## config.mk

```make
export PLATFORM = sky130hd
export DESIGN_NAME = mts_cell
export DESIGN_NICKNAME = d
export VERILOG_FILES = /design/src/hw/rtl/mts_pkg.sv /design/src/hw/rtl/mts_cell.sv
export SDC_FILE = /design/constraint.sdc
export NUM_CORES = 1
export LEC_CHECK = 0
export CAP_MARGIN = 20
export CORE_AREA = 2 2 73 89
export CTS_BUF_LIST = sky130_fd_sc_hd__clkbuf_8
export CTS_CLUSTER_DIAMETER = 120
export DETAILED_ROUTE_END_ITERATION = 16
export DIE_AREA = 0 0 75 91
export DONT_BUFFER_PORTS = 1
export GPL_TIMING_DRIVEN = 0
export PLACE_DENSITY = 0.71
export REMOVE_ABC_BUFFERS = 1
export SLEW_MARGIN = 20
export SYNTH_ARGS = -nofsm -noshare
export SYNTH_HDL_FRONTEND = slang
export SYNTH_SLANG_ARGS = --single-unit
```

## constraint.sdc

```tcl
create_clock -name clock -period 3 [get_ports clock]
set_input_delay 0.6 -clock clock [delete_from_list [all_inputs] [get_ports clock]]
set_output_delay 0.6 -clock clock [all_outputs]
set_load 0.02 [all_outputs]
```

## src/hw/rtl/mts_pkg.sv

```systemverilog
// ---------------------------------------------------------------------------
// mts_pkg: shared types and constants of the min tracking stack
// Stack depth, command and status codes, and the control struct that
// drives the row of stack cells.
// ---------------------------------------------------------------------------
package mts_pkg;

   // stack size and derived widths
   localparam int STACK_DEPTH = 128;
   localparam int COUNT_W     = $clog2(STACK_DEPTH + 1);
   localparam int DATA_W      = 32;
   localparam int RSP_COUNT_W = 8;
   localparam int CMD_W       = 2;
   localparam int STATUS_W    = 2;

   // request command codes
   typedef enum logic [CMD_W-1:0] {
      CMD_PUSH = 2'd0,
      CMD_POP  = 2'd1,
      CMD_READ = 2'd2
   } command_type;

   // result status codes
   typedef enum logic [STATUS_W-1:0] {
      ST_OK         = 2'd0,
      ST_POP_EMPTY  = 2'd1,
      ST_PUSH_FULL  = 2'd2
   } status_type;

   // shift control broadcast to every cell
   typedef struct packed {
      logic push;
      logic pop;
   } shift_ctl_type;

endpackage

```

## src/hw/rtl/mts_cell.sv

```systemverilog
// ---------------------------------------------------------------------------
// mts_cell: one entry of the shifting stack
// Holds a value and the running minimum of itself and all entries below.
// A push loads the entry above, a pop loads the entry below.
// ---------------------------------------------------------------------------
module mts_cell
   import mts_pkg::*;
(
   input  logic                      clock,
   input  shift_ctl_type             ctl,
   input  logic signed [DATA_W-1:0]  upper_value,
   input  logic signed [DATA_W-1:0]  upper_min,
   input  logic signed [DATA_W-1:0]  lower_value,
   input  logic signed [DATA_W-1:0]  lower_min,
   output logic signed [DATA_W-1:0]  value_out,
   output logic signed [DATA_W-1:0]  min_out
);

   logic signed [DATA_W-1:0] value_ff, value_in;
   logic signed [DATA_W-1:0] min_ff, min_in;

   // select the neighbor that moves into this entry
   always_comb begin
      value_in = value_ff;
      min_in   = min_ff;
      if (ctl.push) begin
         value_in = upper_value;
         min_in   = upper_min;
      end else if (ctl.pop) begin
         value_in = lower_value;
         min_in   = lower_min;
      end
   end

   // entry storage
   always_ff @(posedge clock) begin
      value_ff <= value_in;
      min_ff   <= min_in;
   end

   assign value_out = value_ff;
   assign min_out   = min_ff;

endmodule

```

==> impl_metrics.env <==
export IMPL_synth_top_cells_by_area="edfxtp_1 (66%), mux2_4 (25%), mux2_2 (5.8%)"
export IMPL_cts_buffer_depth=2
export IMPL_postRouteAntennaNets=0
export IMPL_holdWs_ns=0.490
export IMPL_clock_tree_root_cell="clkbuf_8"
export IMPL_slew_violations=0
export IMPL_min_period_over_period=0.477
export IMPL_setup_repair_after_global_routing_missed_its_margin="no"
export IMPL_die_x_um=75
export IMPL_initial_core_util=0.490
export IMPL_hold_path_class="primary input to flop"
export IMPL_netlist_area_leader_share=0.661
export IMPL_synth_xor_xnor_area_share=0
export IMPL_cts_hold_fix_buffers=0
export IMPL_run_status="completed"
export IMPL_antenna_found_initial=0
export IMPL_async_flop_share=0
export IMPL_design_core_area_sq_um=5930
export IMPL_gp_routability_congestion=0.672
export IMPL_first_global_vias=1389
export IMPL_grt_ovfl_total=0
export IMPL_layout_cell_area_non_filler_sq_um=3160
export IMPL_fp_dieArea_sq_um=6830
export IMPL_cap_viol_max_count=0
export IMPL_irDropWorstVdd_mv=0.314
export IMPL_tns_setup_ns=0
export IMPL_flow_area_growth_from_synthesis_pct=8.70
export IMPL_syn_avg_cell_area_sq_um=21.4
export IMPL_die_height_um=91
export IMPL_synthAdderAreaFrac=0
export IMPL_clkTransAtPathRegs_ns=0.07
export IMPL_synth_seq_area_share=0.661
export IMPL_routed_wirelength_um=5300
export IMPL_path_class="flop to output pin"
export IMPL_final_period_minus_worst_setup_slack_ns=1.43
export IMPL_clock_tree_htree_level_count=3
export IMPL_post_route_util=0.532
export IMPL_synth_cell_types=6
export IMPL_drtIter0Drc=73
export IMPL_groute_usage_overall=0.154
export IMPL_yosys_cell_count_top_type="edfxtp_1"
export IMPL_static_leakage_nw=1.23
export IMPL_yosys_register_bits=64
export IMPL_post_cts_repair_setup_buffers=0
export IMPL_cts_repair_resized=0
export IMPL_syn_instance_count=136
export IMPL_achievable_frequency_mhz=699
export IMPL_cts_inserted_buffers=9
export IMPL_portion_of_netlist_area_occupied_by_mux_cells=0.311
export IMPL_maximum_number_of_pins_on_one_net_before_global_route_repair=66
export IMPL_critPathLaunchType="flop"
export IMPL_cts_tree="built"
export IMPL_port_buffers=0
export IMPL_synth_cell_area_sq_um=2910
export IMPL_power_density_cell_area_nw_per_um2=683
export IMPL_dp_hpwl_um=3800
export IMPL_worst_slew_pin_transition_ns=0.421
export IMPL_fraction_of_layout_cells_with_a_size_suffix_above_1=0.538
export IMPL_ys_warn_count=0
export IMPL_grt_first_pass_wirelength_um=7420
export IMPL_critical_path_endpoint_type="output pin"
export IMPL_synth_common_cells="edfxtp_1 (64), mux2_4 (49), mux2_2 (15), buf_6 (6)"
export IMPL_antenna_diode_count=0
export IMPL_postSynth_topFlopCell="edfxtp_1"
export IMPL_slew_headroom=0.720
export IMPL_num_rows=31
export IMPL_power_total_mw=2.16
export IMPL_timing_critical_path_arrival_ns=0.83
export IMPL_finalNetCount=272
export IMPL_biggest_area_consumer_among_synthesized_cells="edfxtp_1"
export IMPL_ioPinCount=195
export IMPL_yosys_area_share_simple=0.00215
export IMPL_route_detailed_vias_per_inst=5.52
export IMPL_number_of_iterations_in_the_first_detailed_routing_pass=4
export IMPL_synth_compound_gate_area_share=0
export IMPL_crit_required_ns=2.40
export IMPL_synth_top_family_by_area="multiplexers"
export IMPL_placedInstanceArea_sq_um=2960
export IMPL_vias=1252
export IMPL_post_drt_wl_per_cell_um=23.4
export IMPL_crit_fanout=1
export IMPL_dr_drc_count=0
export IMPL_cts_sink_count=64
export IMPL_finalHoldViolCount=0
export IMPL_final_setup_viol_count=0
export IMPL_synth_enable_flop_cells=64
-- cells by family after synthesis --
kind of cell,count (synthesis)
mux,64
buf+inv,7
simple gates,1
flops,64
-- cells in the final DEF (no fill, tap or decap) --
| cell type | count |
|---|---|
| buf_12 | 1 |
| mux2_4 | 49 |
| clkinv_1 | 2 |
| bufinv_16 | 2 |
| or2_4 | 1 |
| clkinv_2 | 1 |
| mux2_2 | 15 |
| edfxtp_1 | 64 |
| clkbuf_8 | 9 |
| inv_1 | 1 |
-- report_power, final --
part           leakage, nW  switching (mW)  internal, mW
logic                0.475          0.0363        0.0956
clock network        0.105           0.298         0.453
registers            0.652           0.167          1.11
total                 1.23           0.501          1.66
-- worst paths after layout --
path,startpoint,to,slack (ns),cells after the start
worst max-delay path,value_out[21],value_out[21],1.57,0
worst min-delay path,upper_min[22],min_out[22],0.49,1
-- routing by layer --
metal  vias up  GRT usage  part of all wire
met2        92      0.257              0.55
met3        13     0.0710             0.097
met5         -          0                 0
met4         0     0.0923             0.023
li1        544          -                 -
met1       603      0.148              0.33
-- sequential cells by signal (all words and copies together) (netlist names) --
signal     count
value_out     32
min_out       32
-- cell type report --
| cell class | instances | area, sq um |
|---|---|---|
| fillers | 481 | 2780 |
| multi-input cells | 65 | 913 |
| clock inverters | 6 | 76.3 |
| clock buffers | 9 | 124 |
| repair buffers | 1 | 20.0 |
| flip-flops and latches | 64 | 1920 |
| well taps | 82 | 103 |
-- metrics by stage --
step / worst slack [ns] / cells
floorplan: 0.544 / 129
global placement: 0.0882 / 211
detailed placement: 1.40 / 212
CTS: 1.54 / 227
global route: 1.53 / 227
finish: 1.57 / 227
(Power assumes the default switching activity.)
